File: src/rtl/gms_pkg.sv
// ============================================================================
// gms_pkg - shared types and constants of the glyph match scorer
// Beat layouts, configuration codes, the job word passed from the front end
// to the scoring engine, and the byte popcount helper.
// ============================================================================
package gms_pkg;

    localparam int PATCH_BYTES_DEF = 512;
    localparam int QUEUE_DEPTH_DEF = 4;

    localparam int PIX_W      = 8;
    localparam int POP_W      = 4;
    localparam int CODE_W     = 21;
    localparam int SCORE_W    = 17;
    localparam int NOISE_W    = 13;
    localparam int CFG_IDX_W  = 1;
    localparam int CFG_DATA_W = 17;

    localparam logic [SCORE_W-1:0] FULL_SCORE = 17'h10000;

    // Item kinds.
    localparam logic KIND_REF   = 1'b0;
    localparam logic KIND_GLYPH = 1'b1;

    // Configuration register indexes.
    localparam logic [CFG_IDX_W-1:0] CFG_NOISE_LIMIT = 1'b0;
    localparam logic [CFG_IDX_W-1:0] CFG_ACCEPT      = 1'b1;

    typedef struct packed {
        logic              kind;
        logic [PIX_W-1:0]  pix_bits;
        logic [CODE_W-1:0] glyph_code;
        logic              last_byte;
    } t_in_beat;

    typedef struct packed {
        logic [SCORE_W-1:0] glyph_score;
        logic [CODE_W-1:0]  best_code;
        logic [SCORE_W-1:0] best_score;
        logic               search_done;
    } t_out_beat;

    typedef struct packed {
        logic [NOISE_W-1:0] noise_limit_pixels;
        logic [SCORE_W-1:0] accept_threshold;
    } t_cfg;

    // One classified byte on its way to the scoring engine.
    typedef struct packed {
        logic              kind;
        logic              restart;   // reference byte that opens a new patch
        logic              counted;   // byte lies inside the patch window
        logic [POP_W-1:0]  ovl_pop;   // popcount of glyph AND reference
        logic [POP_W-1:0]  pix_pop;   // popcount of the byte itself
        logic              last;
        logic [CODE_W-1:0] code;
    } t_job;

    function automatic logic [POP_W-1:0] pop8(input logic [PIX_W-1:0] v);
        logic [POP_W-1:0] n;
        n = '0;
        for (int i = 0; i < PIX_W; i++) begin
            n = n + POP_W'(v[i]);
        end
        return n;
    endfunction

endpackage

File: src/rtl/gms_ram.sv
// ============================================================================
// gms_ram - generic single-write, single-read RAM
// One write port and one read port with registered read data.
// ============================================================================
module gms_ram #(
    parameter int WIDTH = 8,
    parameter int DEPTH = 512
) (
    input  logic                     i_clk,
    input  logic                     i_we,
    input  logic [$clog2(DEPTH)-1:0] i_waddr,
    input  logic [WIDTH-1:0]         i_wdata,
    input  logic                     i_re,
    input  logic [$clog2(DEPTH)-1:0] i_raddr,
    output logic [WIDTH-1:0]         o_rdata
);

    logic [WIDTH-1:0] r_mem [DEPTH];
    logic [WIDTH-1:0] r_rdata;

    always_ff @(posedge i_clk) begin
        if (i_we) begin
            r_mem[i_waddr] <= i_wdata;
        end
        if (i_re) begin
            r_rdata <= r_mem[i_raddr];
        end
    end

    assign o_rdata = r_rdata;

endmodule

File: src/rtl/gms_front.sv
// ============================================================================
// gms_front - input side of the glyph match scorer
// Accepts bytes, writes reference bytes into the patch store, reads the
// reference byte under each glyph byte and hands classified jobs onward.
// ============================================================================
module gms_front #(
    parameter int PATCH_BYTES = gms_pkg::PATCH_BYTES_DEF
) (
    input  logic              i_clk,
    input  logic              i_rst_n,
    input  logic              i_in_valid,
    input  gms_pkg::t_in_beat i_in_beat,
    output logic              o_in_ready,
    output logic              o_job_valid,
    output gms_pkg::t_job     o_job,
    input  logic              i_job_ready
);

    localparam int AW = $clog2(PATCH_BYTES);
    localparam int LW = $clog2(PATCH_BYTES + 1);
    localparam logic [LW-1:0] LIMIT = LW'(PATCH_BYTES);

    logic [LW-1:0]    r_len, n_len;
    logic             r_closed, n_closed;
    logic [LW-1:0]    r_bpos, n_bpos;
    logic             r_s1_valid, n_s1_valid;
    gms_pkg::t_job    r_s1_job, n_s1_job;
    logic [gms_pkg::PIX_W-1:0] r_s1_pix, n_s1_pix;
    logic             r_s1_in_patch, n_s1_in_patch;

    logic             w_accept;
    logic [LW-1:0]    w_len_eff;
    logic             w_we, w_re;
    logic [AW-1:0]    w_waddr, w_raddr;
    logic [gms_pkg::PIX_W-1:0] w_ref_byte;

    assign o_in_ready = !r_s1_valid || i_job_ready;
    assign w_accept   = i_in_valid && o_in_ready;
    assign w_len_eff  = r_closed ? '0 : r_len;

    assign w_we    = w_accept && (i_in_beat.kind == gms_pkg::KIND_REF) && (w_len_eff < LIMIT);
    assign w_waddr = w_len_eff[AW-1:0];
    assign w_re    = w_accept && (i_in_beat.kind == gms_pkg::KIND_GLYPH);
    assign w_raddr = r_bpos[AW-1:0];

    gms_ram #(
        .WIDTH (gms_pkg::PIX_W),
        .DEPTH (PATCH_BYTES)
    ) u_patch_store (
        .i_clk   (i_clk),
        .i_we    (w_we),
        .i_waddr (w_waddr),
        .i_wdata (i_in_beat.pix_bits),
        .i_re    (w_re),
        .i_raddr (w_raddr),
        .o_rdata (w_ref_byte)
    );

    always_comb begin
        n_len         = r_len;
        n_closed      = r_closed;
        n_bpos        = r_bpos;
        n_s1_valid    = r_s1_valid && !i_job_ready;
        n_s1_job      = r_s1_job;
        n_s1_pix      = r_s1_pix;
        n_s1_in_patch = r_s1_in_patch;
        if (w_accept) begin
            n_s1_valid       = 1'b1;
            n_s1_pix         = i_in_beat.pix_bits;
            n_s1_job.kind    = i_in_beat.kind;
            n_s1_job.ovl_pop = '0;
            n_s1_job.pix_pop = gms_pkg::pop8(i_in_beat.pix_bits);
            n_s1_job.last    = i_in_beat.last_byte;
            n_s1_job.code    = i_in_beat.glyph_code;
            if (i_in_beat.kind == gms_pkg::KIND_REF) begin
                n_s1_job.restart = r_closed;
                n_s1_job.counted = w_len_eff < LIMIT;
                n_s1_in_patch    = 1'b0;
                n_len            = (w_len_eff < LIMIT) ? w_len_eff + 1'b1 : w_len_eff;
                n_closed         = i_in_beat.last_byte;
                if (r_closed) begin
                    n_bpos = '0;
                end
            end else begin
                n_s1_job.restart = 1'b0;
                n_s1_job.counted = r_bpos < LIMIT;
                n_s1_in_patch    = r_bpos < r_len;
                if (i_in_beat.last_byte) begin
                    n_bpos = '0;
                end else if (r_bpos < LIMIT) begin
                    n_bpos = r_bpos + 1'b1;
                end
            end
        end
    end

    always_ff @(posedge i_clk) begin
        if (!i_rst_n) begin
            r_len      <= '0;
            r_closed   <= 1'b0;
            r_bpos     <= '0;
            r_s1_valid <= 1'b0;
        end else begin
            r_len      <= n_len;
            r_closed   <= n_closed;
            r_bpos     <= n_bpos;
            r_s1_valid <= n_s1_valid;
        end
        r_s1_job      <= n_s1_job;
        r_s1_pix      <= n_s1_pix;
        r_s1_in_patch <= n_s1_in_patch;
    end

    always_comb begin
        o_job = r_s1_job;
        if (r_s1_job.kind == gms_pkg::KIND_GLYPH && r_s1_in_patch) begin
            o_job.ovl_pop = gms_pkg::pop8(w_ref_byte & r_s1_pix);
        end
    end

    assign o_job_valid = r_s1_valid;

endmodule

File: config.mk
export PLATFORM = sky130hd
export DESIGN_NAME = gms_front
export DESIGN_NICKNAME = d
export VERILOG_FILES = /design/src/rtl/gms_pkg.sv /design/src/rtl/gms_ram.sv /design/src/rtl/gms_front.sv
export SDC_FILE = /design/constraint.sdc
export NUM_CORES = 2
export LEC_CHECK = 0
export BUFFER_PORTS_ARGS = -buffer_cell sky130_fd_sc_hd__buf_2
export CAP_MARGIN = 20
export CORE_MARGIN = 2
export CORE_UTILIZATION = 50
export DETAILED_ROUTE_END_ITERATION = 8
export GPL_ROUTABILITY_DRIVEN = 1
export HOLD_SLACK_MARGIN = 0.1
export PLACE_DENSITY_LB_ADDON = 0.15
export SYNTH_ARGS = -nofsm -noshare
export SYNTH_HDL_FRONTEND = slang
export SYNTH_SLANG_ARGS = --single-unit
File: constraint.sdc
create_clock -name i_clk -period 4.6 [get_ports i_clk]
set_input_delay 0.69 -clock i_clk [delete_from_list [all_inputs] [get_ports i_clk]]
set_output_delay 0.69 -clock i_clk [all_outputs]
set_load 0.01 [all_outputs]
==> qor.txt <==
Classification of the worst setup path - flip-flop to output port
Final Util - 0.581
Syn nets - 7710
Post-synth cell types - 70
Most frequent cell after synthesis - edfxtp_1
Clock Pin Slew Worst Setup and Hold Paths - 0.06 ns
Post-layout min period - 4.77 ns
Crit share post-route - 1.04
Insertion delay to the later sink of the worst-skew pair - 0.98 ns
DR vias/cell - 6.28
Setup crit start kind - flip-flop
Die Ht - 573 um
Fin. Hold Viols - 0
TritonCTS clock tree - done
# DRC - 0
Port Buf Inserts - 69
Sequential element share of the synthesized area - 0.772
Leakage - 57.9 nW
Grt ovf - 0
Initial antenna violation count - 47
Total power - 77.7 mW
Via count of the first global-routing pass - 83600
CP max FO - 2
Power Density - 416 nW/um^2
Clock sink count - 4164
Die Footprint - 328000 um^2
Critical Path End Type - output port
Clock Skew - 0.0655 ns
CTS Buf Count - 424
YS warnings - 0
Area growth syn-to-layout - 15.6%
Post-route ant nets - 0
Core area - 321000 um^2
Final worst slack - -0.174 ns
Ys async rst share - 0
Mapped cell area - 162000 um^2
Nets - 8684
Starting density of the core - 0.503
Max_cap viols - 0
Failing checks - negative setup slack
Largest net degree at the start of global routing - 198
Top post-synthesis cells by count - edfxtp_1, mux4_2, nor2_1
Max H-tree Level - 5
R2r startpoint - r_bpos[0]
Rows - 208
Total GRT Usage - 0.279
Data required time of the worst path - 3.91 ns
Die width - 573 um
CTS root buf - clkbuf_16
Share of cells above drive strength 1 - 0.299
Number of synthesized flops with an enable pin - 4142
Synth Flop Type - edfxtp_1
HP Class - input port to flip-flop
Worst-Margin Slew - 1.25 ns
Mean Syn Cell Area - 21.1 um^2
Area share of the largest cell type after synthesis - 0.769
Num ports - 70
Hold Crit Start - i_in_beat[27]
Fmax - 0.209 GHz
Routed wire length - 456000 um
1st-iter DRT viols - 11400
Routed length per instance - 34.3 um
Dpl hpwl - 285000 um
Area leader, netlist - edfxtp_1
Max Slew Vio Count - 0
RD Place Congestion - 0.865
RSZ-0062 raised after global routing - true
CP Data Arrival Time - 4.08 ns
Flops & latches, synth - 4164
First-pass GRT wire length - 641000 um
Final setup viols - 2
Max VDD drop - 0.000382 V
Vias post-DR - 83400
Ranking of synthesized cells by area - edfxtp_1, mux4_2, mux2i_1, nor2_1, nand2_1
Syn Inst Count - 7647
Status - complete, but fails checks
Critical Path Source - u_patch_store.o_rdata[3]
Fillers - 23400
Drt pass-1 iters - 5
Slew Limit Headroom - 0.165
Max Root-Sink Buffers - 4
critical path: stages, from the launching register on:
cell	delay, ns
edfxtp_1	0.41
nand2_2	0.08
fa_2	0.61
fa_1	0.45
fa_1	0.56
inv_2	0.06
ha_4	0.17
fa_2	0.52
and3_1	0.13
buf_2	0.12
final cells by class:
| type | instances | area [um^2] | share of cell area |
|---|---|---|---|
| Inverter | 33 | 131 | 0.000703 |
| Antenna cell | 9 | 22.5 | 0.000121 |
| Clock inverter | 250 | 1990 | 0.0107 |
| Sequential cell | 4164 | 125000 | 0.668 |
| Multi-Input combinational cell | 2985 | 34600 | 0.185 |
| Tap cell | 4305 | 5390 | 0.0288 |
| Timing Repair Buffer | 1013 | 8690 | 0.0465 |
| Clock buffer | 529 | 11100 | 0.0596 |
layer usage:
layer | vias to the layer above | track usage | wire [um]
li1 | 33800 | - | -
met1 | 44700 | 0.391 | 179000
met2 | 4137 | 0.442 | 218000
met3 | 793 | 0.0526 | 41000
met4 | 24 | 0.0962 | 17200
met5 | - | 0 | 184
final timing paths:
kind | slack, ns | depth (start not counted) | end
hold reg to reg | 0.53 | 2 | r_len[1]
setup reg to reg | 0.11 | 10 | u_patch_store.o_rdata[3]
hold / removal | 0.19 | 1 | u_patch_store.r_mem[98][5]
setup / recovery | -0.17 | 9 | o_job[27]
what timing repair did:
action,CTS,global route
gates resized for setup,6,2
endpoints found under the hold margin,61,0
buffers inserted,0,1
pin swaps,7,3
gates cloned,0,0
setup endpoints to repair,5,2
hold buffers,28,0
per-stage QoR:
step	instance area, um^2	setup TNS, ns	setup slack, ns	hold WS (ns)	cells
3_3_place_gp	173000	-0.0352	-0.0352	0.507	12500
5_1_grt	187000	-0.481	-0.248	0.160	13300
4_1_cts	187000	-0.559	-0.295	0.129	13300
6_report	187000	-0.316	-0.174	0.194	13300
3_5_place_dp	173000	-0.0269	-0.0269	0.522	12500
2_1_floorplan	162000	0	1.07	0.482	7647
flip-flops by register name (all words and copies together), names as in the netlist:
signal / cells
r_len: 10
u_patch_store.r_mem: 4096
r_s1_pix: 8
u_patch_store.o_rdata: 8
o_job_valid: 1
o_job: 29
r_s1_in_patch: 1
r_bpos: 10
r_closed: 1
cells in the final DEF, fill, tap and decap left out, types with 9 or more instances in the layout:
| cell | n |
|---|---|
| buf_4 | 825 |
| bufinv_16 | 24 |
| o211ai_1 | 12 |
| nor3_1 | 28 |
| mux2_2 | 69 |
| clkbuf_1 | 99 |
| clkinv_1 | 102 |
| clkinvlp_4 | 10 |
| nor4_1 | 12 |
| o22ai_1 | 73 |
| a31oi_1 | 22 |
| clkbuf_16 | 430 |
| a21oi_1 | 75 |
| a2111oi_0 | 12 |
| edfxtp_1 | 4142 |
| dfxtp_1 | 16 |
| clkinv_2 | 86 |
| and2_1 | 10 |
| and3_1 | 12 |
| buf_12 | 87 |
| nand2_2 | 14 |
| buf_2 | 61 |
| nor2_1 | 608 |
| a221oi_1 | 46 |
| nand3_1 | 58 |
| ha_1 | 19 |
| buf_8 | 10 |
| diode_2 | 9 |
| nand4_1 | 17 |
| mux2i_1 | 293 |
| nand2b_1 | 14 |
| a22oi_1 | 21 |
| nand2_1 | 238 |
| o221ai_1 | 74 |
| o21ai_0 | 113 |
| inv_1 | 28 |
| mux4_2 | 982 |
| dlygate4sd3_1 | 28 |
| inv_6 | 13 |
| a211oi_1 | 31 |
logic make-up (layout without fill, tap and decap cells):
kind of cell / after synthesis / after routing / share of synthesized area
compound gates: 538 / 538 / 0.0228
flops: 4164 / 4164 / 0.772
simple gates: 1064 / 1064 / 0.0271
other cells: 0 / 9 / 0
mux: 1345 / 1345 / 0.160
xor+xnor: 10 / 10 / 0.000542
fa+ha+maj: 28 / 28 / 0.00254
buf+inv: 498 / 1825 / 0.0153
power breakdown:
part / internal [mW] / switching (mW)
combinational: 1.22 / 1.80
sequential: 41.8 / 0.0594
clock: 18.5 / 14.3
total: 61.5 / 16.2
Power figures use the tool's default switching activity.
