===== src/rtl/gms_pkg.sv =====
// ============================================================================
// gms_pkg - shared types and constants of the glyph match scorer
// Beat layouts, configuration codes, the job word passed from the front end
// to the scoring engine, and the byte popcount helper.
// ============================================================================
package gms_pkg;

    localparam int PATCH_BYTES_DEF = 512;
    localparam int QUEUE_DEPTH_DEF = 4;

    localparam int PIX_W      = 8;
    localparam int POP_W      = 4;
    localparam int CODE_W     = 21;
    localparam int SCORE_W    = 17;
    localparam int NOISE_W    = 13;
    localparam int CFG_IDX_W  = 1;
    localparam int CFG_DATA_W = 17;

    localparam logic [SCORE_W-1:0] FULL_SCORE = 17'h10000;

    // Item kinds.
    localparam logic KIND_REF   = 1'b0;
    localparam logic KIND_GLYPH = 1'b1;

    // Configuration register indexes.
    localparam logic [CFG_IDX_W-1:0] CFG_NOISE_LIMIT = 1'b0;
    localparam logic [CFG_IDX_W-1:0] CFG_ACCEPT      = 1'b1;

    typedef struct packed {
        logic              kind;
        logic [PIX_W-1:0]  pix_bits;
        logic [CODE_W-1:0] glyph_code;
        logic              last_byte;
    } t_in_beat;

    typedef struct packed {
        logic [SCORE_W-1:0] glyph_score;
        logic [CODE_W-1:0]  best_code;
        logic [SCORE_W-1:0] best_score;
        logic               search_done;
    } t_out_beat;

    typedef struct packed {
        logic [NOISE_W-1:0] noise_limit_pixels;
        logic [SCORE_W-1:0] accept_threshold;
    } t_cfg;

    // One classified byte on its way to the scoring engine.
    typedef struct packed {
        logic              kind;
        logic              restart;   // reference byte that opens a new patch
        logic              counted;   // byte lies inside the patch window
        logic [POP_W-1:0]  ovl_pop;   // popcount of glyph AND reference
        logic [POP_W-1:0]  pix_pop;   // popcount of the byte itself
        logic              last;
        logic [CODE_W-1:0] code;
    } t_job;

    function automatic logic [POP_W-1:0] pop8(input logic [PIX_W-1:0] v);
        logic [POP_W-1:0] n;
        n = '0;
        for (int i = 0; i < PIX_W; i++) begin
            n = n + POP_W'(v[i]);
        end
        return n;
    endfunction

endpackage


===== src/rtl/gms_queue.sv =====
// ============================================================================
// gms_queue - short job queue between front end and scoring engine
// A small register FIFO that lets either side stall on its own.
// ============================================================================
module gms_queue #(
    parameter int DEPTH = gms_pkg::QUEUE_DEPTH_DEF
) (
    input  logic          i_clk,
    input  logic          i_rst_n,
    input  logic          i_push_valid,
    input  gms_pkg::t_job i_push_job,
    output logic          o_push_ready,
    output logic          o_pop_valid,
    output gms_pkg::t_job o_pop_job,
    input  logic          i_pop_ready
);

    localparam int PW = $clog2(DEPTH);
    localparam int CW = $clog2(DEPTH + 1);
    localparam logic [PW-1:0] LAST_SLOT = PW'(DEPTH - 1);
    localparam logic [CW-1:0] FULL_CNT  = CW'(DEPTH);

    gms_pkg::t_job r_slot [DEPTH];
    logic [PW-1:0] r_wptr, r_rptr;
    logic [CW-1:0] r_cnt;
    logic          w_push, w_pop;

    assign o_push_ready = r_cnt != FULL_CNT;
    assign o_pop_valid  = r_cnt != '0;
    assign o_pop_job    = r_slot[r_rptr];
    assign w_push       = i_push_valid && o_push_ready;
    assign w_pop        = i_pop_ready && o_pop_valid;

    always_ff @(posedge i_clk) begin
        if (!i_rst_n) begin
            r_wptr <= '0;
            r_rptr <= '0;
            r_cnt  <= '0;
        end else begin
            if (w_push) begin
                r_wptr <= (r_wptr == LAST_SLOT) ? '0 : r_wptr + 1'b1;
            end
            if (w_pop) begin
                r_rptr <= (r_rptr == LAST_SLOT) ? '0 : r_rptr + 1'b1;
            end
            if (w_push && !w_pop) begin
                r_cnt <= r_cnt + 1'b1;
            end else if (w_pop && !w_push) begin
                r_cnt <= r_cnt - 1'b1;
            end
        end
        if (w_push) begin
            r_slot[r_wptr] <= i_push_job;
        end
    end

endmodule


===== config.mk =====
export PLATFORM = sky130hd
export DESIGN_NAME = gms_queue
export DESIGN_NICKNAME = d
export VERILOG_FILES = /design/src/rtl/gms_pkg.sv /design/src/rtl/gms_queue.sv
export SDC_FILE = /design/constraint.sdc
export NUM_CORES = 1
export LEC_CHECK = 0
export BUFFER_PORTS_ARGS = -buffer_cell sky130_fd_sc_hd__buf_4
export CORE_MARGIN = 3
export CORE_UTILIZATION = 56
export CTS_CLUSTER_DIAMETER = 50
export DETAILED_ROUTE_END_ITERATION = 10
export PLACE_DENSITY = 0.77
export SLEW_MARGIN = 40
export SYNTH_ARGS = -nofsm -noshare
export SYNTH_HDL_FRONTEND = slang
export SYNTH_SLANG_ARGS = --single-unit

===== constraint.sdc =====
create_clock -name i_clk -period 3.2 [get_ports i_clk]
set_input_delay 0.64 -clock i_clk [delete_from_list [all_inputs] [get_ports i_clk]]
set_output_delay 0.64 -clock i_clk [all_outputs]
set_load 0.03 [all_outputs]

==> results of run 1 <==
## power by group
part / switching, W / internal [W] / leakage, nW / total, W
Clock: 0.000719 / 0.00111 / 0.272 / 0.00183
Combinational: 0.000849 / 0.000640 / 0.667 / 0.00149
Sequential: 0.0000730 / 0.00224 / 1.28 / 0.00232
## sequential cells by signal, indices dropped and copies added (netlist names), named ones only
register,flops
r_cnt,3
r_rptr,2
r_slot,132
r_wptr,2
## per-layer routing
layer	global-route usage, %	routed length, um	up-vias
met3	6.77	523	9
met2	29.0	4440	92
met4	6.87	124	0
met1	24.4	3660	1246
li1	-	-	1100
met5	0	0	-
## cells by family (layout without fill, tap and decap cells)
family                   count (synthesis)  in the layout
buffers and inverters                   13            108
multiplexers                            35             35
adder cells (fa/ha/maj)                  7              7
AO/OA/AOI/OAI                            6              6
XOR/XNOR                                 2              2
AND/OR/NAND/NOR                         20             20
flip-flops                             141            141
## final timing paths
kind	slack (ns)	end	start	depth (start not counted)
worst max register to register	0.79	r_cnt[2]$_SDFFE_PN0P_	r_cnt[0]$_SDFFE_PN0P_	7
worst min register to register	0.51	r_wptr[1]$_SDFFE_PN0P_	r_wptr[1]$_SDFFE_PN0P_	2
worst max-delay path	0.67	o_pop_job[5]	flip-flop	3
worst min-delay path	0.33	r_slot[3][16]$_DFFE_PP_	i_push_job[16]	1
## layout make-up
class	instances	area (sq um)	area share, %
repair buffers	73	561	8.68
clock inverters	13	141	2.19
flip-flops and latches	141	4150	64.2
multi-input cells	70	1040	16.2
clock buffers	19	422	6.53
well taps	108	135	2.09
inverters	3	11.3	0.174
## cell usage after synthesis, types with 2 or more instances
library cell,count
ha_1,6
mux2i_1,2
and3_2,4
dfxtp_1,9
buf_4,3
nand3_1,2
inv_1,3
edfxtp_1,132
buf_2,4
or3_2,2
nor2_1,2
o21ai_0,3
mux4_2,33
nand2_1,5
## through the flow
stage | worst slack (ns) | util [%] | hold slack, ns | std cells
2_1_floorplan | 0.996 | - | 0.468 | 224
3_3_place_gp | 0.843 | 66.2 | 0.497 | 395
3_5_place_dp | 0.731 | 66.3 | 0.510 | 395
4_1_cts | 0.633 | 72.7 | 0.308 | 427
5_1_grt | 0.578 | 72.7 | 0.303 | 427
6_report | 0.674 | 72.7 | 0.329 | 427
==> summary.md, run 1 <==
| Metric | Value |
|---|---|
| Lkg Pwr | `about 2.2 nW` |
| Slew Limit Fails | `0` |
| Complex-gate fraction of the synthesized area | `less than 1%` |
| Rows | `34` |
| Clock latency reported for the late side of the worst-skew pair | `between 0.5 and 0.6 ns` |
| Post-CTS Repair Setup Buffers | `0` |
| Mux contribution to synthesized area | `~15%` |
| GRT Util Overall | `18.6%` |
| Xor and xnor area share after synthesis | `0.334%` |
| Max-cap violations | `0` |
| Critical Path AT | `1.89 ns` |
| CTS tree | `yes` |
| CTS Hold Bufs | `0` |
| Worst endpoint required time | `roughly 2.6 ns` |
| Buf/Inv on CP | `2` |
| WL per Instance | `between 20 and 25 um` |
| Capturing element type of the critical path | `output port` |
| Post-route clock period utilization | `about four fifths` |
| Synth Cell Area | `5250 sq um` |
| Largest net degree at the start of global routing | `34` |
| H-tree depth | `4` |
| Maximum vdd ir drop | `0.698 mV` |
| Total Power | `between 0.005 and 0.006 W` |
| Crit-path slowest cell | `mux4_2` |
| Nets | `350` |
| DP Area | `5900 sq um` |
| Routed vias/inst | `between 5 and 6` |
| Crit path max fanout | `33` |
| Setup Viol. Count Final | `0` |
| Fmax | `approximately 400 MHz` |
| Total CTS buffers | `17` |
| Status | `finished clean` |
| Port bufs | `71` |
| Post-detail-place hpwl | `between 4000 and 5000 um` |
| DRC viols | `0` |
| GP Congestion | `about 0.65` |
| Grt ovf | `0` |
| Layout area overhead | `23.2%` |
| Detail Route Antenna Nets | `0` |
| Top-area cell type share of the netlist area | `75.6%` |
| Initial Utilization | `about three fifths` |
| Clk_skew | `0.0119 ns` |
| Final WL | `approximately 8700 um` |
| Crit path time final | `around 2.5 ns` |
| Full die area | `between 10000 and 15000 sq um` |
| Clock root buffer | `clkbuf_8` |
| PostCTS Resize Cnt | `0` |
| Worst-case clock buffer depth | `2` |
| Share of cells above drive strength 1 | `between 40% and 50%` |
| Starting DRC count in detailed routing | `100` |
| Yosys top cell by area | `edfxtp_1` |
| Slew HR | `between 60% and 70%` |
| EDFF count, synth | `approximately 130` |
| Top Ports | `72` |
| Ys flop type | `edfxtp_1` |
| Post-synthesis cell count | `roughly 220` |
| Crit path kind | `flip-flop to output port` |
| Router iterations before antenna repair | `4` |
| Family with the most delay on the worst path | `multiplexers` |
| Commonest non-fill, non-tap cell in the layout | `edfxtp_1` |
| Vias in the first global route | `~2700` |
| Synth unique cells | `28` |
| ANT cells | `0` |
| Die Width | `between 100 and 150 um` |
| Sequential-to-total area share from yosys stat | `roughly four fifths` |
| Die Y | `approximately 100 um` |
| Syn_area_per_cell | `around 23 sq um` |
| Setup TNS | `0 ns` |
| Core ar. | `approximately 9000 sq um` |
| Post-Synth Simple-Gate Area | `~2.2%` |
| Synth top area cells | `edfxtp_1 76%, mux4_2 14%, dfxtp_1 3.4%, ha_1 1.4%, and3_2 0.57%` |
| Worst path cell trace | `buf_12 -> mux4_2 -> buf_4` |
| Initial antenna violation count | `0` |
| Clock-pin slew on the worst setup and hold paths | `around 0.06 ns` |
| Startpoint Class | `flip-flop` |
| Yosys Warn Count | `0` |
| First-pass GRT wire length | `~14000 um` |
| Synth Register Bits | `around 140` |
| Post-Syn Nets | `268` |
| Hold Vio Cnt, Final | `0` |
| Crit path largest cell delay | `around 0.58 ns` |
| Finished layout cell area | `between 6000 and 7000 sq um` |
| Ys async rst share | `0%` |
| RSZ-0062 raised after global routing | `false` |
| Adder-Cell Fraction of Synth Area | `1.81%` |
| Via count | `2447` |
| Clock sink count | `roughly 140` |
| Hold Crit Class | `primary input to flip-flop` |
| Worst Max-Slew Pin Slew | `roughly 0.54 ns` |
| Most frequent cells in the layout | `132 x edfxtp_1, 72 x buf_4, 33 x mux4_2` |
| Power Density | `around 870 nW/um^2` |
| Layout filler cell count | `between 500 and 600` |
| Largest family of logic cells by synthesized area | `multiplexers` |
No activity file was read; power rests on OpenSTA's default activity.
==> run 2: changes to the inputs <==
==> constraint.sdc (replaced) <==
create_clock -name i_clk -period 2.49 [get_ports i_clk]
set_input_delay 0.498 -clock i_clk [delete_from_list [all_inputs] [get_ports i_clk]]
set_output_delay 0.498 -clock i_clk [all_outputs]
set_load 0.03 [all_outputs]
==> run 2 against run 1 <==
  * Wire length up 2.5%
  * Worst hold slack worse by 0.13 ns
  * Largest power group unchanged
  * Via count up 0.90%
  * Critical path depth unchanged
  * Power up 32%
==> summary.md, run 2 (same netlist as run 1, synthesis figures left out) <==
| Metric | Value |
|---|---|
| Crit path kind | `flip-flop to output port` |
| Clock latency reported for the late side of the worst-skew pair | `0.50 ns (about the same)` |
| Worst endpoint required time | `1.99 ns (-0.57 ns)` |
| R2R depth | `8 (+1)` |
| Hold-critical path depth | `1 (unchanged)` |
| Total Power | `0.00741 W (+32%)` |
| Post-CTS Repair Setup Buffers | `0 (unchanged)` |
| Core ar. | `8890 sq um (unchanged)` |
| Rows | `34 (unchanged)` |
| Power Density | `1140 nW/um^2 (+30%)` |
| Buf/Inv on CP | `2 (unchanged)` |
| Initial Utilization | `59.0% (unchanged)` |
| Die Y | `103 um (unchanged)` |
| Worst-case clock buffer depth | `2 (unchanged)` |
| Max FFs per register | `132 (unchanged)` |
| FF-to-FF Start | `r_cnt[0]$_SDFFE_PN0P_` |
| Initial antenna violation count | `0 (unchanged)` |
| Maximum vdd ir drop | `0.681 mV (-2.4%)` |
| Worst hold start | `i_push_job[16]` |
| GP Congestion | `0.695 (+6.1%)` |
| Slew HR | `64.4% (+0.45 points)` |
| Lkg Pwr | `2.25 nW (+1.4%)` |
| RSZ-0062 raised after global routing | `false` |
| Hold Path End | `r_slot[2][16]$_DFFE_PP_` |
| Capturing element type of the critical path | `output port` |
| Finished layout cell area | `6510 sq um (+0.83%)` |
| Hold Vio Cnt, Final | `0 (unchanged)` |
| GRT Util Overall | `18.5% (-0.059 points)` |
| Final Non-Filler Cells | `428 (+0.23%)` |
| Routed vias/inst | `5.77 (+0.66%)` |
| H-tree depth | `4 (unchanged)` |
| Terminus of the critical flop-to-flop path | `r_cnt[2]$_SDFFE_PN0P_` |
| First-pass GRT wire length | `13800 um (-0.20%)` |
| Max-cap violations | `0 (unchanged)` |
| ANT cells | `0 (unchanged)` |
| Setup TNS | `0 ns (unchanged)` |
| Worst Max-Slew Pin Slew | `0.535 ns (-0.00210 ns)` |
| Clk_skew | `0.0107 ns (-0.00115 ns)` |
| DP Area | `5910 sq um (+0.25%)` |
| Status | `finished clean` |
| Via count | `2469 (+0.90%)` |
| Post-detail-place hpwl | `5220 um (+5.0%)` |
| Layout area overhead | `24.2%` |
| Reg-to-reg slack, setup | `0.26 ns (-0.53 ns)` |
| Clock root buffer | `clkbuf_8` |
| Crit path max fanout | `17 (-48%)` |
| Slew Limit Fails | `0 (unchanged)` |
| Fmax | `~420 MHz` |
| Startpoint Class | `flip-flop` |
| Total CTS buffers | `17 (unchanged)` |
| Post-route clock period utilization | `between 90 and 100%` |
| Router iterations before antenna repair | `5 (+1)` |
| Vias in the first global route | `2712 (+2.3%)` |
| Detail Route Antenna Nets | `0 (unchanged)` |
| Clock-pin slew on the worst setup and hold paths | `0.06 ns (about the same)` |
| Biggest regs | `r_slot x132, r_cnt x3` |
| Clock sink count | `141 (unchanged)` |
| Layout filler cell count | `506 (+0.80%)` |
| Crit path time final | `2.36 ns` |
| Top Ports | `72 (unchanged)` |
| Largest Register | `r_slot` |
| DRC viols | `0 (unchanged)` |
| Most frequent cells in the layout | `132 x edfxtp_1, 72 x buf_4, 33 x mux4_2` |
| Critical Path AT | `1.87 ns (-0.02 ns)` |
| Full die area | `10600 sq um (unchanged)` |
| Placed instance count | `397 (+0.51%)` |
| Commonest non-fill, non-tap cell in the layout | `edfxtp_1` |
| Final core occ | `73.3% (+0.61 points)` |
| Nets | `352 (+0.57%)` |
| Area of the multi-input gates | `1050 sq um (+0.24%)` |
| Final WL | `8970 um (+2.5%)` |
| Hold Crit Class | `primary input to flip-flop` |
| Largest net degree at the start of global routing | `34 (unchanged)` |
| Starting DRC count in detailed routing | `88 (-12%)` |
| WL per Instance | `21.0 um (+2.3%)` |
| Family with the most delay on the worst path | `multiplexers` |
| Crit path largest cell delay | `0.57 ns (about the same)` |
| Die Width | `103 um (unchanged)` |
| Crit-path slowest cell | `mux4_2` |
| CTS tree | `yes` |
| Setup Viol. Count Final | `0 (unchanged)` |
| Share of cells above drive strength 1 | `46.3% (+1.4 points)` |
| Grt ovf | `0 (unchanged)` |
| Port bufs | `71 (unchanged)` |
| Reg area | `4150 sq um (unchanged)` |
| Worst path cell trace | `buf_6 -> mux4_2 -> buf_4` |
-- run 2: repair_timing --
action | 4_1_cts | 5_1_grt
hold buffers | 0 | 0
gates resized for setup | 0 | 3
endpoints found under the setup margin | 0 | 18
-- run 2: metal layers --
layer  GRT usage, %  routed length [um]  up-vias
met5              0                   0        -
met4           8.07                 141        0
met3           5.75                 399       10
met2           30.1                4640       62
met1           23.3                3790     1296
li1               -                   -     1101
-- run 2: worst max-delay path by stage --
stage,cells past startpoint,slack [ns],to,from
finish,3,0.13,o_pop_job[24],flip-flop
global route,3,0.03,o_pop_job[26],flip-flop
CTS,3,0.02,o_pop_job[25],flip-flop
detailed placement,8,0.14,r_cnt[2]$_SDFFE_PN0P_,r_cnt[0]$_SDFFE_PN0P_
global placement,8,0.30,r_cnt[2]$_SDFFE_PN0P_,r_cnt[0]$_SDFFE_PN0P_
floorplan,7,0.29,r_cnt[2]$_SDFFE_PN0P_,r_cnt[0]$_SDFFE_PN0P_
-- run 2: cell type report --
| class | instances | area share, % |
|---|---|---|
| well taps | 108 | 2.07 |
| repair buffers | 75 | 8.95 |
| inverters | 3 | 0.173 |
| clock inverters | 13 | 2.67 |
| clock buffers | 18 | 6.42 |
| multi-input cells | 70 | 16.1 |
| flip-flops and latches | 141 | 63.7 |
-- run 2: metrics by stage --
| stage | setup WS [ns] | hold WS, ns |
|---|---|---|
| after global routing | 0.0348 | 0.169 |
| after CTS | 0.0180 | 0.169 |
| after global placement | 0.304 | 0.496 |
| final | 0.126 | 0.197 |
| after floorplan | 0.286 | 0.468 |
| after detailed placement | 0.143 | 0.499 |
-- run 2: worst register-to-register path, delay by kind of cell (launching register included) --
| kind | cells | cell delay [ns] |
|---|---|---|
| xor gates and xnor gates | 1 | 0.18 |
| adders and majority gates | 2 | 0.56 |
| buffers and inverters | 1 | 0.06 |
| DFF | 1 | 0.43 |
| AOI/OAI and AO/OA | 1 | 0.16 |
| and+or+nand+nor | 3 | 0.78 |
-- run 2: power breakdown --
| group | total [W] | switching (W) | internal [W] |
|---|---|---|---|
| clock network | 0.00249 | 0.000882 | 0.00161 |
| registers | 0.00299 | 0.000109 | 0.00289 |
| logic | 0.00193 | 0.00109 | 0.000841 |
