<file path="config.mk">
export PLATFORM = sky130hd
export DESIGN_NAME = gms_back
export DESIGN_NICKNAME = d
export VERILOG_FILES = /design/src/rtl/gms_pkg.sv /design/src/rtl/gms_back.sv
export SDC_FILE = /design/constraint.sdc
export NUM_CORES = 1
export LEC_CHECK = 0
export BUFFER_PORTS_ARGS = -buffer_cell sky130_fd_sc_hd__buf_4
export CAP_MARGIN = 0
export CORE_ASPECT_RATIO = 0.6
export CORE_MARGIN = 5
export CORE_UTILIZATION = 45
export DETAILED_ROUTE_END_ITERATION = 6
export GPL_ROUTABILITY_DRIVEN = 0
export SYNTH_ARGS = -nofsm -noshare
export SYNTH_HDL_FRONTEND = slang
export SYNTH_SLANG_ARGS = --single-unit
</file>
<file path="constraint.sdc">
create_clock -name i_clk -period 9.4 [get_ports i_clk]
set_input_delay 0.94 -clock i_clk [delete_from_list [all_inputs] [get_ports i_clk]]
set_output_delay 0.94 -clock i_clk [all_outputs]
set_load 0.005 [all_outputs]
</file>
<file path="src/rtl/gms_pkg.sv">
// ============================================================================
// gms_pkg - shared types and constants of the glyph match scorer
// Beat layouts, configuration codes, the job word passed from the front end
// to the scoring engine, and the byte popcount helper.
// ============================================================================
package gms_pkg;

    localparam int PATCH_BYTES_DEF = 512;
    localparam int QUEUE_DEPTH_DEF = 4;

    localparam int PIX_W      = 8;
    localparam int POP_W      = 4;
    localparam int CODE_W     = 21;
    localparam int SCORE_W    = 17;
    localparam int NOISE_W    = 13;
    localparam int CFG_IDX_W  = 1;
    localparam int CFG_DATA_W = 17;

    localparam logic [SCORE_W-1:0] FULL_SCORE = 17'h10000;

    // Item kinds.
    localparam logic KIND_REF   = 1'b0;
    localparam logic KIND_GLYPH = 1'b1;

    // Configuration register indexes.
    localparam logic [CFG_IDX_W-1:0] CFG_NOISE_LIMIT = 1'b0;
    localparam logic [CFG_IDX_W-1:0] CFG_ACCEPT      = 1'b1;

    typedef struct packed {
        logic              kind;
        logic [PIX_W-1:0]  pix_bits;
        logic [CODE_W-1:0] glyph_code;
        logic              last_byte;
    } t_in_beat;

    typedef struct packed {
        logic [SCORE_W-1:0] glyph_score;
        logic [CODE_W-1:0]  best_code;
        logic [SCORE_W-1:0] best_score;
        logic               search_done;
    } t_out_beat;

    typedef struct packed {
        logic [NOISE_W-1:0] noise_limit_pixels;
        logic [SCORE_W-1:0] accept_threshold;
    } t_cfg;

    // One classified byte on its way to the scoring engine.
    typedef struct packed {
        logic              kind;
        logic              restart;   // reference byte that opens a new patch
        logic              counted;   // byte lies inside the patch window
        logic [POP_W-1:0]  ovl_pop;   // popcount of glyph AND reference
        logic [POP_W-1:0]  pix_pop;   // popcount of the byte itself
        logic              last;
        logic [CODE_W-1:0] code;
    } t_job;

    function automatic logic [POP_W-1:0] pop8(input logic [PIX_W-1:0] v);
        logic [POP_W-1:0] n;
        n = '0;
        for (int i = 0; i < PIX_W; i++) begin
            n = n + POP_W'(v[i]);
        end
        return n;
    endfunction

endpackage

</file>
<file path="src/rtl/gms_back.sv">
// ============================================================================
// gms_back - scoring engine of the glyph match scorer
// Accumulates pixel counts, squares the extraneous count, divides the
// overlap by the penalized union bit by bit and keeps the best glyph.
// ============================================================================
module gms_back #(
    parameter int PATCH_BYTES = gms_pkg::PATCH_BYTES_DEF
) (
    input  logic               i_clk,
    input  logic               i_rst_n,
    input  gms_pkg::t_cfg      i_cfg,
    input  logic               i_job_valid,
    input  gms_pkg::t_job      i_job,
    output logic               o_job_ready,
    output logic               o_out_valid,
    output gms_pkg::t_out_beat o_out_beat,
    input  logic               i_out_ready
);

    localparam int CW = $clog2(8 * PATCH_BYTES + 1);
    localparam int SW = 2 * CW;
    localparam int DW = 2 * CW + 1;
    localparam int QW = gms_pkg::SCORE_W;
    localparam int IW = $clog2(QW);

    typedef enum logic [4:0] {
        S_RUN    = 5'b00001,
        S_SQUARE = 5'b00010,
        S_DENOM  = 5'b00100,
        S_DIVIDE = 5'b01000,
        S_FINISH = 5'b10000
    } t_state;

    t_state                     r_state, n_state;
    logic [CW-1:0]              r_ovl, n_ovl;
    logic [CW-1:0]              r_gly, n_gly;
    logic [CW-1:0]              r_ref, n_ref;
    logic [gms_pkg::CODE_W-1:0] r_code, n_code;
    logic [gms_pkg::CODE_W-1:0] r_best_code, n_best_code;
    logic [QW-1:0]              r_best_score, n_best_score;
    logic                       r_stopped, n_stopped;
    logic [CW-1:0]              r_extra, n_extra;
    logic [SW-1:0]              r_sq, n_sq;
    logic [DW-1:0]              r_den, n_den;
    logic [DW:0]                r_rem, n_rem;
    logic [QW-1:0]              r_quo, n_quo;
    logic [IW-1:0]              r_bit, n_bit;
    logic                       r_out_valid, n_out_valid;
    gms_pkg::t_out_beat         r_out, n_out;

    logic [SW-1:0]              w_ext_wide;
    logic [DW-1:0]              w_den;
    logic                       w_full;
    logic                       w_ge;
    logic [DW:0]                w_diff;
    logic [QW-1:0]              w_score;
    logic                       w_better;

    assign o_job_ready = r_state == S_RUN;

    assign w_ext_wide = SW'(r_gly - r_ovl);
    assign w_den      = DW'(r_ref) + DW'(r_extra) + DW'(r_sq);
    assign w_full     = (r_gly == '0) && (32'(r_ref) <= 32'(i_cfg.noise_limit_pixels));
    assign w_ge       = r_rem >= (DW + 1)'(r_den);
    assign w_diff     = w_ge ? r_rem - (DW + 1)'(r_den) : r_rem;
    assign w_score    = (r_quo > gms_pkg::FULL_SCORE) ? gms_pkg::FULL_SCORE : r_quo;
    assign w_better   = w_score >= r_best_score;

    always_comb begin
        n_state      = r_state;
        n_ovl        = r_ovl;
        n_gly        = r_gly;
        n_ref        = r_ref;
        n_code       = r_code;
        n_best_code  = r_best_code;
        n_best_score = r_best_score;
        n_stopped    = r_stopped;
        n_extra      = r_extra;
        n_sq         = r_sq;
        n_den        = r_den;
        n_rem        = r_rem;
        n_quo        = r_quo;
        n_bit        = r_bit;
        n_out_valid  = r_out_valid && !i_out_ready;
        n_out        = r_out;
        unique case (r_state)
            S_RUN: begin
                if (i_job_valid) begin
                    if (i_job.kind == gms_pkg::KIND_REF) begin
                        if (i_job.restart) begin
                            n_ovl        = '0;
                            n_gly        = '0;
                            n_best_code  = '0;
                            n_best_score = '0;
                            n_stopped    = 1'b0;
                            n_ref        = i_job.counted ? CW'(i_job.pix_pop) : '0;
                        end else if (i_job.counted) begin
                            n_ref = r_ref + CW'(i_job.pix_pop);
                        end
                    end else if (!r_stopped) begin
                        if (i_job.counted) begin
                            n_ovl = r_ovl + CW'(i_job.ovl_pop);
                            n_gly = r_gly + CW'(i_job.pix_pop);
                        end
                        if (i_job.last) begin
                            n_code  = i_job.code;
                            n_state = S_SQUARE;
                        end
                    end
                end
            end
            S_SQUARE: begin
                n_extra = w_ext_wide[CW-1:0];
                n_sq    = w_ext_wide * w_ext_wide;
                n_state = S_DENOM;
            end
            S_DENOM: begin
                n_den = w_den;
                n_rem = (DW + 1)'(r_ovl);
                n_quo = '0;
                n_bit = IW'(QW - 1);
                if (w_full) begin
                    n_quo   = gms_pkg::FULL_SCORE;
                    n_state = S_FINISH;
                end else if (w_den == '0) begin
                    n_state = S_FINISH;
                end else begin
                    n_state = S_DIVIDE;
                end
            end
            S_DIVIDE: begin
                n_rem = {w_diff[DW-1:0], 1'b0};
                n_quo = {r_quo[QW-2:0], w_ge};
                n_bit = r_bit - 1'b1;
                if (r_bit == '0) begin
                    n_state = S_FINISH;
                end
            end
            S_FINISH: begin
                if (!r_out_valid || i_out_ready) begin
                    n_best_code  = w_better ? r_code : r_best_code;
                    n_best_score = w_better ? w_score : r_best_score;
                    n_stopped    = r_stopped ||
                                   (w_better && (w_score >= i_cfg.accept_threshold));
                    n_out.glyph_score = w_score;
                    n_out.best_code   = n_best_code;
                    n_out.best_score  = n_best_score;
                    n_out.search_done = n_stopped;
                    n_out_valid       = 1'b1;
                    n_ovl             = '0;
                    n_gly             = '0;
                    n_state           = S_RUN;
                end
            end
            default: begin
                n_state = S_RUN;
            end
        endcase
    end

    always_ff @(posedge i_clk) begin
        if (!i_rst_n) begin
            r_state      <= S_RUN;
            r_ovl        <= '0;
            r_gly        <= '0;
            r_ref        <= '0;
            r_best_code  <= '0;
            r_best_score <= '0;
            r_stopped    <= 1'b0;
            r_out_valid  <= 1'b0;
        end else begin
            r_state      <= n_state;
            r_ovl        <= n_ovl;
            r_gly        <= n_gly;
            r_ref        <= n_ref;
            r_best_code  <= n_best_code;
            r_best_score <= n_best_score;
            r_stopped    <= n_stopped;
            r_out_valid  <= n_out_valid;
        end
        r_code  <= n_code;
        r_extra <= n_extra;
        r_sq    <= n_sq;
        r_den   <= n_den;
        r_rem   <= n_rem;
        r_quo   <= n_quo;
        r_bit   <= n_bit;
        r_out   <= n_out;
    end

    assign o_out_valid = r_out_valid;
    assign o_out_beat  = r_out;

endmodule

</file>
==> results of run 1 <==
-- cells by family (layout without fill, tap and decap cells) --
kind of cell / after synthesis / count (layout) / synth area share
other: 1 / 2 / 0.0001764
XOR/XNOR: 120 / 120 / 0.04980
multiplexers: 36 / 36 / 0.01831
AND/OR/NAND/NOR: 536 / 536 / 0.1171
buffers and inverters: 409 / 557 / 0.07300
adder cells (fa/ha/maj): 355 / 355 / 0.2729
flip-flops: 275 / 275 / 0.3490
AO/OA/AOI/OAI: 375 / 375 / 0.1197
-- routing by layer --
layer,vias up,part of all wire,track usage
li1,7370,-,-
met1,7670,0.50,0.3370
met2,424,0.40,0.3050
met3,54,0.080,0.05177
met4,0,0.014,0.03168
met5,-,0,0
-- per-stage QoR --
stage,cell area (µm²),hold slack (ps)
floorplan,21260,445.3
global placement,23010,457.5
detailed placement,23010,459.6
CTS,24030,478.4
global route,24030,488.1
finish,24030,475.2
-- synth_stat cells, types with 40 or more instances --
library cell	instances
nor2_1	172
clkbuf_1	40
nand2_1	154
inv_1	352
xnor2_1	81
edfxtp_1	191
fa_1	181
ha_1	174
a21oi_1	81
o21ai_0	81
dfxtp_1	84
nand3_1	44
-- cell usage in the layout, fill, tap and decap left out, types with 9 or more instances in the layout --
cell type,n
nor2b_1,26
a211oi_1,19
edfxtp_1,191
mux2i_1,13
a21oi_1,81
a31oi_1,9
fa_1,181
and3_1,19
nand3_1,44
xor2_1,38
o21ai_0,80
o21a_1,22
xnor2_1,81
nand2b_1,9
and2_1,31
o211ai_1,14
clkbuf_16,28
buf_4,149
dfxtp_1,84
a22o_1,39
ha_1,174
inv_1,352
nand4_1,12
o21bai_1,11
a21o_1,32
nor2_1,171
nor3_1,26
a22oi_1,9
nand2_1,154
mux2_2,23
nor4_1,13
-- area by class of cell --
type | count | area (µm²) | share of cell area
timing repair buffer | 149 | 1119 | 0.04656
multi-input combinational | 1424 | 12340 | 0.5136
clock inverter | 19 | 277.8 | 0.01156
clock buffer | 31 | 742.0 | 0.03088
tap | 630 | 788.3 | 0.03281
sequential | 275 | 7417 | 0.3087
inverter | 358 | 1344 | 0.05593
-- registers in the layout (all words and copies together), names as in the netlist --
register and cells:
o_out_beat 56, r_state 5, r_gly 13, r_stopped 1, r_bit 5, r_best_code 21, r_quo 17, r_sq 24
r_den 27, r_best_score 17, r_ovl 13, r_ref 13, r_extra 13, r_code 21, o_out_valid 1, r_rem 28
-- worst paths after layout --
| check | slack (ps) | to | depth (start not counted) |
|---|---|---|---|
| max | 760 | r_sq[25] | 28 |
| min | 480 | r_best_code[17] | 1 |
| max reg2reg | 760 | r_sq[25] | 28 |
| min reg2reg | 480 | r_best_code[17] | 1 |
-- worst max-delay path: cells and delay by family, from the launching register on --
family / cells / cell delay, ps
buf+inv: 6 / 1010
flops: 1 / 450
compound gates: 8 / 2090
xor+xnor: 1 / 80
simple gates: 5 / 590
fa+ha+maj: 8 / 4120
-- power by group through the flow --
stage / logic (mW) / registers, mW / clock network, mW
2_1_floorplan: 1.91 / 1.44 / 0
3_3_place_gp: 2.73 / 1.44 / 0
3_5_place_dp: 2.79 / 1.44 / 0
4_1_cts: 2.81 / 1.42 / 1.27
5_1_grt: 3.18 / 1.42 / 1.33
6_report: 2.83 / 1.42 / 1.25
==> out/results.tsv, run 1 <==
stage	metric	value	unit
worst_setup_path	worst_path_largest_cell_delay	700	ps
logic_synthesis	async_flop_share	0	
clock_tree	clkLatencyLatePin	560	ps
worst_setup_path	worstSetupStartpoint	r_ovl[1]	
drt	via_count	15520	
finish	utilization	0.5169	
power_and_ir_drop	power.switching	2.308	mW
placement	hpwl	44.89	mm
timing	maxSlewHeadroom	0.2877	
placement	numPortBuffers	124	
floorplanning	die_area	51820	µm²
clock_tree	clkSlewWorstSetupHoldPaths	70	ps
global_route	gr-total-overflow	0	
worst_setup_path	cp-end-kind	flip-flop	
logic_synthesis	synth_cell_types	76	
run	maxCapViolCount	0	
power_and_ir_drop	p_leak	10.70	nW
clock_tree	numClockSinks	275	
drt	dr.pass1.iters	5	
floorplanning	die_w	290.6	µm
worst_setup_path	start_kind	flip-flop	
timing	final.setup_skew	14.21	ps
timing	min_period_over_period	0.9196	
logic_synthesis	synth_top_area_share	0.2699	
logic_synthesis	synthTopCellsByArea	edfxtp_1, fa_1, ha_1, dfxtp_1, inv_1	
logic_synthesis	seq_area_frac_synth	0.3490	
timing	rsz0062_at_grt	false	
global_route	grt_pass1_wl	88.13	mm
worst_setup_path	critical_path_class	reg -> reg	
floorplanning	core_area	46480	µm²
power_and_ir_drop	total_power	5.494	mW
timing	slew_viol_final	0	
drt	dr.first_iter.drc_count	1279	
logic_synthesis	synthCells	2107	
clock_tree	numCtsBuffers	27	
global_route	grt_max_degree	58	
finish	area_growth	13.05	%
finish	final_cells	2886	
timing	setup_tns	0	ps
power_and_ir_drop	p_seq_frac	0.258	
drt	via_per_inst	5.377	
clock_tree	post_cts_buffers	0	
worst_hold_path	hold_start	r_best_code[17]	
timing	min_period	8644	ps
clock_tree	cts.repair.resized	0	
drt	drtAntennaViolNets	0	
drt	wl_per_cell	19.43	µm
global_route	grt_pass1_vias	15570	
floorplanning	fp.dieH	178.3	µm
clock_tree	cts_hold_buf	0	
power_and_ir_drop	power_switching_share	0.4201	
worst_setup_path	critPathMostFrequentCell	fa_1	
global_route	antenna_found_initial	1	
drt	drc	0	
timing	worst_slew_pin_slew	1061	ps
worst_setup_path	crit_arrival	8920	ps
global_route	grt_usage	0.2143	
timing	setup_viol	0	
floorplanning	initial_core_util	0.4573	
worst_setup_path	required	9670	ps
timing	hold_violations	0	
floorplanning	rows	61	
placement	dp_cells	2836	
power_and_ir_drop	power_per_cell_area	228.6	nW/µm²
power_and_ir_drop	intPower	3.186	mW
run_status	status	complete, no violations	
logic_synthesis	yosys_register_bits	275	
finish	fin_nets	2657	
worst_setup_path	r2r-start	r_ovl[1]	
logic_synthesis	synth-edff-count	191	
clock_tree	cts_root_buffer	clkbuf_16	
drt	wirelength	56.07	mm
power_and_ir_drop	pwr-share-clk	0.228	
logic_synthesis	synthesis.area	21250	µm²
placement	pre_cts_slack	864.4	ps
finish	diodes	0	
worst_setup_path	slowest_stage	fa_1	
power_and_ir_drop	irDropWorstVdd	189.5	µV
clock_tree	htree_num_levels	1	
logic_synthesis	yosys_warnings	0	
clock_tree	cts.path.max_buffers	3	
worst_hold_path	min_path_type	reg -> reg	
timing	fmax	115.7	MHz
power_and_ir_drop	combPwrFrac	0.515	
finish	fill_cells	4175	
logic_synthesis	synth_top_area_cell	edfxtp_1	
logic_synthesis	synth.avg_cell_area	10.09	µm²
worst_setup_path	worstPathMaxFanout	15	
finish	drive_gt1_frac	0.1113	
logic_synthesis	ys.flop_type	edfxtp_1	
clock_tree	cts_tree	yes	
timing	timing.final.ws_setup	755.6	ps
floorplanning	ios	125	
No activity file was read; power rests on OpenSTA's default activity.
==> inputs of run 2 (changes only) <==
--- a/config.mk
+++ b/config.mk
@@ -5,6 +5,7 @@
 export SDC_FILE = /design/constraint.sdc
 export NUM_CORES = 1
 export LEC_CHECK = 0
+export ABC_AREA = 1
 export BUFFER_PORTS_ARGS = -buffer_cell sky130_fd_sc_hd__buf_4
 export CAP_MARGIN = 0
 export CORE_ASPECT_RATIO = 0.6
==> constraint.sdc (replaced) <==
create_clock -name i_clk -period 9.4 [get_ports i_clk]
set_input_delay 0.94 -clock i_clk [delete_from_list [all_inputs] [get_ports i_clk]]
set_output_delay 0.94 -clock i_clk [all_outputs]
set_load 0.02 [all_outputs]
==> run 2 against run 1 <==
Compared with the run above: global-route usage rose by 0.43 points; final cell count is 16% higher; critical path depth grew 4; die area rose by 2.9%; worst setup slack improved by 170 ps.
==> out/results.tsv, run 2 <==
stage	metric	value	unit	change
run_status	status	complete, no violations		
timing	rsz0062_at_grt	false		
drt	drc	0		unchanged
timing	final.setup_skew	16.83	ps	+2.612 ps
clock_tree	numClockSinks	275		unchanged
worst_setup_path	rr_worst_depth	32		+14%
timing	min_period_over_period	0.9018		-0.01781
clock_tree	htree_num_levels	1		unchanged
floorplanning	core_area	47940	µm²	+3.1%
floorplanning	ios	125		unchanged
logic_synthesis	synthTopCellsByCount	inv_1, nand2_1, nor2_1		
logic_synthesis	synth_top_area_cell	edfxtp_1		
logic_synthesis	yosys_warnings	0		unchanged
clock_tree	numCtsBuffers	27		unchanged
floorplanning	initial_core_util	0.4568		-0.0004862
run	maxCapViolCount	0		unchanged
timing	worst_slew_pin_slew	1243	ps	+182.2 ps
drt	wirelength	57.66	mm	+2.8%
logic_synthesis	synthCells	2559		+21%
logic_synthesis	synth-xor-area-share	0.03320		-0.01661
logic_synthesis	yosys_register_bits	275		unchanged
floorplanning	die_w	294.8	µm	+1.5%
clock_tree	cts.path.max_buffers	3		unchanged
placement	place_area	23630	µm²	+2.7%
logic_synthesis	synth-edff-count	191		unchanged
clock_tree	cts_root_buffer	clkbuf_16		
timing	setup_tns	0	ps	unchanged
clock_tree	post_cts_buffers	0		unchanged
timing	fmax	118.0	MHz	+2.0%
finish	final_cell_mix	inv_1, nand2_1, nor2_1, edfxtp_1, a21oi_1		
worst_setup_path	start_kind	flip-flop		
worst_setup_path	worstSetupStartpoint	r_ovl[2]		
timing	maxSlewHeadroom	0.1701		-0.1176
drt	via_per_inst	5.120		-4.8%
floorplanning	die_area	53320	µm²	+2.9%
worst_setup_path	slowest_stage	fa_1		
placement	numPortBuffers	124		unchanged
logic_synthesis	synthTopCellsByArea	edfxtp_1, fa_1, ha_1, inv_1, nand2_1		
finish	largest_reg_flops	56		unchanged
drt	drtAntennaViolNets	0		unchanged
logic_synthesis	muxShareOfSynthArea	0		-0.01831
logic_synthesis	synthesis.area	21900	µm²	+3.0%
global_route	antenna_found_initial	3		+2
worst_setup_path	critical_path_class	reg -> reg		
clock_tree	clkSlewWorstSetupHoldPaths	70	ps	about the same
finish	fin_nets	3110		+17%
logic_synthesis	synth_fa_ha_area_frac	0.2649		-0.008031
logic_synthesis	synth_compound_area_frac	0.09553		-0.02415
floorplanning	fp.dieH	180.9	µm	+1.4%
finish	fin_area	24470	µm²	+1.8%
global_route	grt_usage	0.2186		+0.004288
worst_setup_path	ff2ff_setup_slack	920	ps	+170 ps
logic_synthesis	synth.avg_cell_area	8.557	µm²	-15%
floorplanning	rows	62		+1.6%
logic_synthesis	synth_top_area_share	0.2619		-0.007940
global_route	gr-total-overflow	0		unchanged
finish	final_cells	3347		+16%
global_route	grt_pass1_vias	17000		+9.2%
clock_tree	clkLatencyLatePin	550	ps	about the same
logic_synthesis	synth_cell_types	50		-34%
logic_synthesis	synthMostInstantiatedCell	inv_1		
global_route	grt_pass1_wl	93.34	mm	+5.9%
worst_setup_path	worst_path_largest_cell_delay	650	ps	-50 ps
logic_synthesis	ys.flop_type	edfxtp_1		
clock_tree	cts.repair.resized	0		unchanged
placement	hpwl	46.21	mm	+2.9%
finish	mostFrequentLayoutCell	inv_1		
worst_setup_path	cp-end-kind	flip-flop		
worst_setup_path	critPathMostFrequentCell	nand2_1		
worst_setup_path	r2r_end	r_sq[24]		
worst_setup_path	worstPathMaxFanout	20		+5
worst_setup_path	r2r-start	r_ovl[2]		
finish	area_growth	11.74	%	
drt	via_count	17140		+10%
finish	drive_gt1_frac	0.08056		-0.03070
logic_synthesis	synth-simple-area-share	0.1648		+0.04763
clock_tree	cts_tree	yes		
worst_setup_path	required	9690	ps	+20 ps
drt	wl_per_cell	17.23	µm	-11%
global_route	grt_max_degree	96		+66%
clock_tree	cts_hold_buf	0		unchanged
logic_synthesis	synth_top_family_by_area	adder cells		
worst_setup_path	critPathCapture	r_sq[24]		
timing	setup_viol	0		unchanged
timing	min_period	8477	ps	-167.4 ps
worst_setup_path	crit_arrival	8770	ps	-150 ps
timing	slew_viol_final	0		unchanged
placement	dp_cells	3299		+16%
worst_hold_path	min_path_type	reg -> reg		
drt	dr.first_iter.drc_count	1606		+26%
logic_synthesis	seq_area_frac_synth	0.3387		-0.01027
drt	dr.pass1.iters	5		unchanged
logic_synthesis	async_flop_share	0		unchanged
timing	hold_violations	0		unchanged
## run 2: cell count changes after synthesis, moves of 27 or more
| cell | before | now |
|---|---|---|
| nand2_1 | 154 | 475 |
| inv_1 | 352 | 533 |
| a21oi_1 | 81 | 189 |
| nor2_1 | 172 | 222 |
| o21ai_0 | 81 | 130 |
| xnor2_1 | 81 | 36 |
| a22o_1 | 39 | 0 |
| nor2b_1 | 28 | 0 |
| and2_1 | 31 | 4 |
## run 2: kinds of logic (layout without fill, tap and decap cells)
logic type | Yosys count | count (layout)
adders and majority gates | 355 | 355
other | 1 | 3
AOI/OAI and AO/OA | 388 | 388
and+or+nand+nor | 867 | 867
DFF | 275 | 275
buffers and inverters | 590 | 736
xor gates and xnor gates | 83 | 83
## run 2: worst min path at each step
stage,startpoint,to,cells past startpoint
floorplan,r_ovl[12],r_ovl[12],1
global placement,r_ovl[12],r_ovl[12],1
detailed placement,r_ovl[12],r_ovl[12],1
CTS,r_ovl[12],r_ovl[12],1
global route,r_ovl[12],r_ovl[12],1
finish,r_best_code[19],r_best_code[19],2
## run 2: metal layers
layer  share of wire  routed length [µm]  GRT usage  vias to the layer above
li1                -                   -          -                     8405
met1            0.51               29140     0.3564                     8157
met2            0.39               22340     0.2937                      513
met3           0.090                5194    0.05584                       61
met4           0.017                 988    0.03336                        0
met5               0                   0          0                        -
## run 2: critical path: cells and delay by family, from the launching register on
family	cells	cell delay [ps]
xor+xnor	1	150
fa+ha+maj	8	3870
buf+inv	5	860
compound gates	4	850
flops	1	360
simple gates	14	2110
## run 2: final cells by class
| class | count | area, µm² |
|---|---|---|
| Clock buffer | 36 | 729.5 |
| Antenna cell | 1 | 2.502 |
| Tap cell | 640 | 800.8 |
| Sequential cell | 275 | 7417 |
| Timing Repair Buffer | 148 | 1111 |
| Inverter | 541 | 2031 |
| Fill cell | 4536 | 23470 |
| Clock inverter | 11 | 111.4 |
| Multi-Input combinational cell | 1695 | 12270 |
## run 2: per-stage QoR
step	hold WS, ps	util	setup WS (ps)
6_report	463.8	0.5104	923.0
5_1_grt	484.7	0.5103	277.4
3_3_place_gp	433.9	0.4928	1108
3_5_place_dp	451.5	0.4928	941.0
2_1_floorplan	421.7	-	2273
4_1_cts	462.2	0.5103	912.0
Power of run 2 is left out: the tool's default activity adds up to more than one toggle a clock period on the data nets, which glitch-free logic cannot reach.
==> inputs of run 3 (changes only) <==
--- a/config.mk
+++ b/config.mk
@@ -5,7 +5,6 @@
 export SDC_FILE = /design/constraint.sdc
 export NUM_CORES = 1
 export LEC_CHECK = 0
-export ABC_AREA = 1
 export BUFFER_PORTS_ARGS = -buffer_cell sky130_fd_sc_hd__buf_4
 export CAP_MARGIN = 0
 export CORE_ASPECT_RATIO = 0.6
@@ -13,6 +12,7 @@
 export CORE_UTILIZATION = 45
 export DETAILED_ROUTE_END_ITERATION = 6
 export GPL_ROUTABILITY_DRIVEN = 0
+export RECOVER_POWER = 25
 export SYNTH_ARGS = -nofsm -noshare
 export SYNTH_HDL_FRONTEND = slang
 export SYNTH_SLANG_ARGS = --single-unit
==> run 3 against run 2 <==
Compared with the run above: the flow now finishes with violations (design-rule violations, max-capacitance violations, max-slew violations); critical path depth is 4 lower; clock-buffer cell count is 5 lower; hold slack better by 9.8 ps; global-route usage is 0.43 points lower; clock skew is 3.2 ps lower; core utilization is 0.57 points higher; sequential cell count stayed put; via count is 9.5% lower; routed wire length is 2.8% lower; maximum frequency is 2.0% lower; first-iteration DRC count is 24% lower; final cell count is 14% lower; largest cell class unchanged.
==> out/results.tsv, run 3 (synthesized netlist as in run 1, its figures left out) <==
stage	metric	value	unit	change
run_status	status	finished with violations		
run_status	violations	design-rule violations, max-capacitance violations, max-slew violations		
clock_tree	cts.repair.resized	0		unchanged
timing	worst_slew_pin_slew	2179	ps	+935.3 ps
finish	final_cell_mix	inv_1, edfxtp_1, fa_1, ha_1, nor2_1		
timing	maxSlewHeadroom	-0.4526		-0.6227
drt	wl_per_cell	19.42	µm	+13%
timing	min_period	8649	ps	+171.7 ps
timing	slew_viol_final	143		+143
drt	wirelength	56.05	mm	-2.8%
worst_setup_path	r2r_end	r_sq[25]		
finish	utilization	0.5161		+0.005724
clock_tree	clkLatencyLatePin	560	ps	about the same
worst_setup_path	critPathMostFrequentCell	fa_1		
finish	final_cells	2886		-14%
global_route	grt_pass1_vias	15570		-8.4%
global_route	antenna_found_initial	1		-2
worst_setup_path	crit_arrival	8920	ps	+150 ps
clock_tree	cts_root_buffer	clkbuf_16		
finish	multi_input_area	12320	µm²	+0.48%
power_and_ir_drop	irDropWorstVdd	189.9	µV	
floorplanning	die_area	51820	µm²	-2.8%
finish	largest_reg_flops	56		unchanged
clock_tree	htree_num_levels	1		unchanged
global_route	grt_max_degree	58		-40%
placement	numPortBuffers	124		unchanged
worst_setup_path	critical_path_class	reg -> reg		
timing	min_period_over_period	0.9201		+0.01826
finish	area_growth	12.87	%	
floorplanning	rows	61		-1.6%
power_and_ir_drop	intPower	3.185	mW	
finish	diodes	0		-1
timing	fmax	115.6	MHz	-2.0%
worst_setup_path	worst_path_largest_cell_delay	700	ps	+50 ps
worst_setup_path	slowest_stage	fa_1		
floorplanning	initial_core_util	0.4573		+0.0004862
worst_hold_path	min_path_type	reg -> reg		
timing	setup_tns	0	ps	unchanged
global_route	gr-total-overflow	0		unchanged
drt	drtAntennaViolNets	0		unchanged
power_and_ir_drop	power.switching	2.324	mW	
power_and_ir_drop	p_leak	10.65	nW	
worst_setup_path	cp-end-kind	flip-flop		
placement	dp_cells	2836		-14%
floorplanning	core_area	46480	µm²	-3.0%
power_and_ir_drop	total_power	5.509	mW	
floorplanning	die_w	290.6	µm	-1.4%
worst_hold_path	hold-path-endpoint	r_best_code[17]		
finish	fin_area	23990	µm²	-2.0%
worst_hold_path	hold_start	r_best_code[17]		
finish	fill_cells	4184		-7.8%
floorplanning	fp.dieH	178.3	µm	-1.4%
timing	rsz0062_at_grt	false		
drt	via_per_inst	5.374		+5.0%
run	maxCapViolCount	4		+4
clock_tree	post_cts_buffers	0		unchanged
clock_tree	clkSlewWorstSetupHoldPaths	70	ps	about the same
drt	via_count	15510		-9.5%
worst_setup_path	worstPathMaxFanout	15		-25%
power_and_ir_drop	power_per_cell_area	229.7	nW/µm²	
clock_tree	cts_hold_buf	0		unchanged
drt	dr.pass1.iters	7		+2
power_and_ir_drop	combPwrFrac	0.516		
floorplanning	ios	125		unchanged
finish	fin_nets	2657		-15%
timing	final.setup_skew	13.64	ps	-3.186 ps
global_route	grt_pass1_wl	88.13	mm	-5.6%
worst_setup_path	ff2ff_setup_slack	750	ps	-170 ps
finish	seq_area	7417	µm²	unchanged
timing	hold_violations	0		unchanged
clock_tree	cts.path.max_buffers	3		unchanged
finish	mostFrequentLayoutCell	inv_1		
placement	hpwl	44.89	mm	-2.9%
placement	place_area	23010	µm²	-2.6%
worst_hold_path	whs_path_depth	1		-1
drt	drc	1		+1
finish	drive_gt1_frac	0.1082		+0.02759
power_and_ir_drop	pwr-share-clk	0.227		
timing	setup_viol	0		unchanged
clock_tree	numClockSinks	275		unchanged
clock_tree	cts_tree	yes		
power_and_ir_drop	power_switching_share	0.4218		
worst_setup_path	r2r-start	r_ovl[1]		
worst_setup_path	required	9670	ps	-20 ps
drt	dr.first_iter.drc_count	1220		-24%
worst_setup_path	start_kind	flip-flop		
worst_setup_path	rr_worst_depth	28		-13%
global_route	grt_usage	0.2143		-0.004288
power_and_ir_drop	p_seq_frac	0.257		
clock_tree	numCtsBuffers	27		unchanged
==> run 3: cell types whose count changed in the layout (fill, tap and decap cells not counted), moves of 23 or more <==
cell     delta
a21oi_1   -108
a22o_1     +39
buf_4      -26
inv_1     -180
mux2_2     +23
nand2_1   -321
nand3_1    -23
nor2_1     -50
nor2b_1    +26
o21ai_0    -50
xnor2_1    +45
==> run 3: worst max path at each step <==
stage / from / to / slack, ps / depth (start not counted)
final: r_ovl[1] / r_sq[25] / 750 / 28
after detailed placement: r_ovl[1] / r_sq[25] / 860 / 28
after global placement: r_ovl[1] / r_sq[25] / 1040 / 28
after floorplan: r_ovl[1] / r_sq[25] / 1420 / 28
after global routing: r_ovl[1] / r_sq[25] / 290 / 28
after CTS: r_ovl[1] / r_sq[25] / 820 / 28
==> run 3: final cells by class <==
cell class / count / area share
Sequential cell: 275 / 0.3092
Inverter: 358 / 0.05602
Clock buffer: 31 / 0.03093
Timing Repair Buffer: 149 / 0.04569
Tap cell: 630 / 0.03286
Multi-Input combinational cell: 1424 / 0.5137
Clock inverter: 19 / 0.01158
==> run 3: worst max-delay path: cells and delay by family, from the launching register on <==
| kind | cells | cell delay, ps |
|---|---|---|
| xor gates and xnor gates | 1 | 80 |
| AOI/OAI and AO/OA | 8 | 2090 |
| buffers and inverters | 6 | 1000 |
| and+or+nand+nor | 5 | 600 |
| adders and majority gates | 8 | 4100 |
| DFF | 1 | 450 |
==> run 3: power by group through the flow <==
stage | registers, mW | clock network, mW | logic (mW)
2_1_floorplan | 1.44 | 0 | 1.91
3_3_place_gp | 1.44 | 0 | 2.74
3_5_place_dp | 1.44 | 0 | 2.79
4_1_cts | 1.42 | 1.27 | 2.82
5_1_grt | 1.42 | 1.33 | 3.18
6_report | 1.42 | 1.25 | 2.84
==> run 3: routing by layer <==
metal | part of all wire | vias to the layer above | GRT usage
met5 | 0 | - | 0
li1 | - | 7374 | -
met3 | 0.079 | 56 | 0.05177
met2 | 0.40 | 434 | 0.3050
met4 | 0.014 | 0 | 0.03168
met1 | 0.50 | 7644 | 0.3370
==> run 3: per-stage QoR <==
stage | setup WS (ps) | hold WS [ps]
6_report | 751.3 | 473.6
3_3_place_gp | 1038 | 457.5
5_1_grt | 286.3 | 488.1
2_1_floorplan | 1422 | 445.3
3_5_place_dp | 864.4 | 459.6
4_1_cts | 819.5 | 478.4
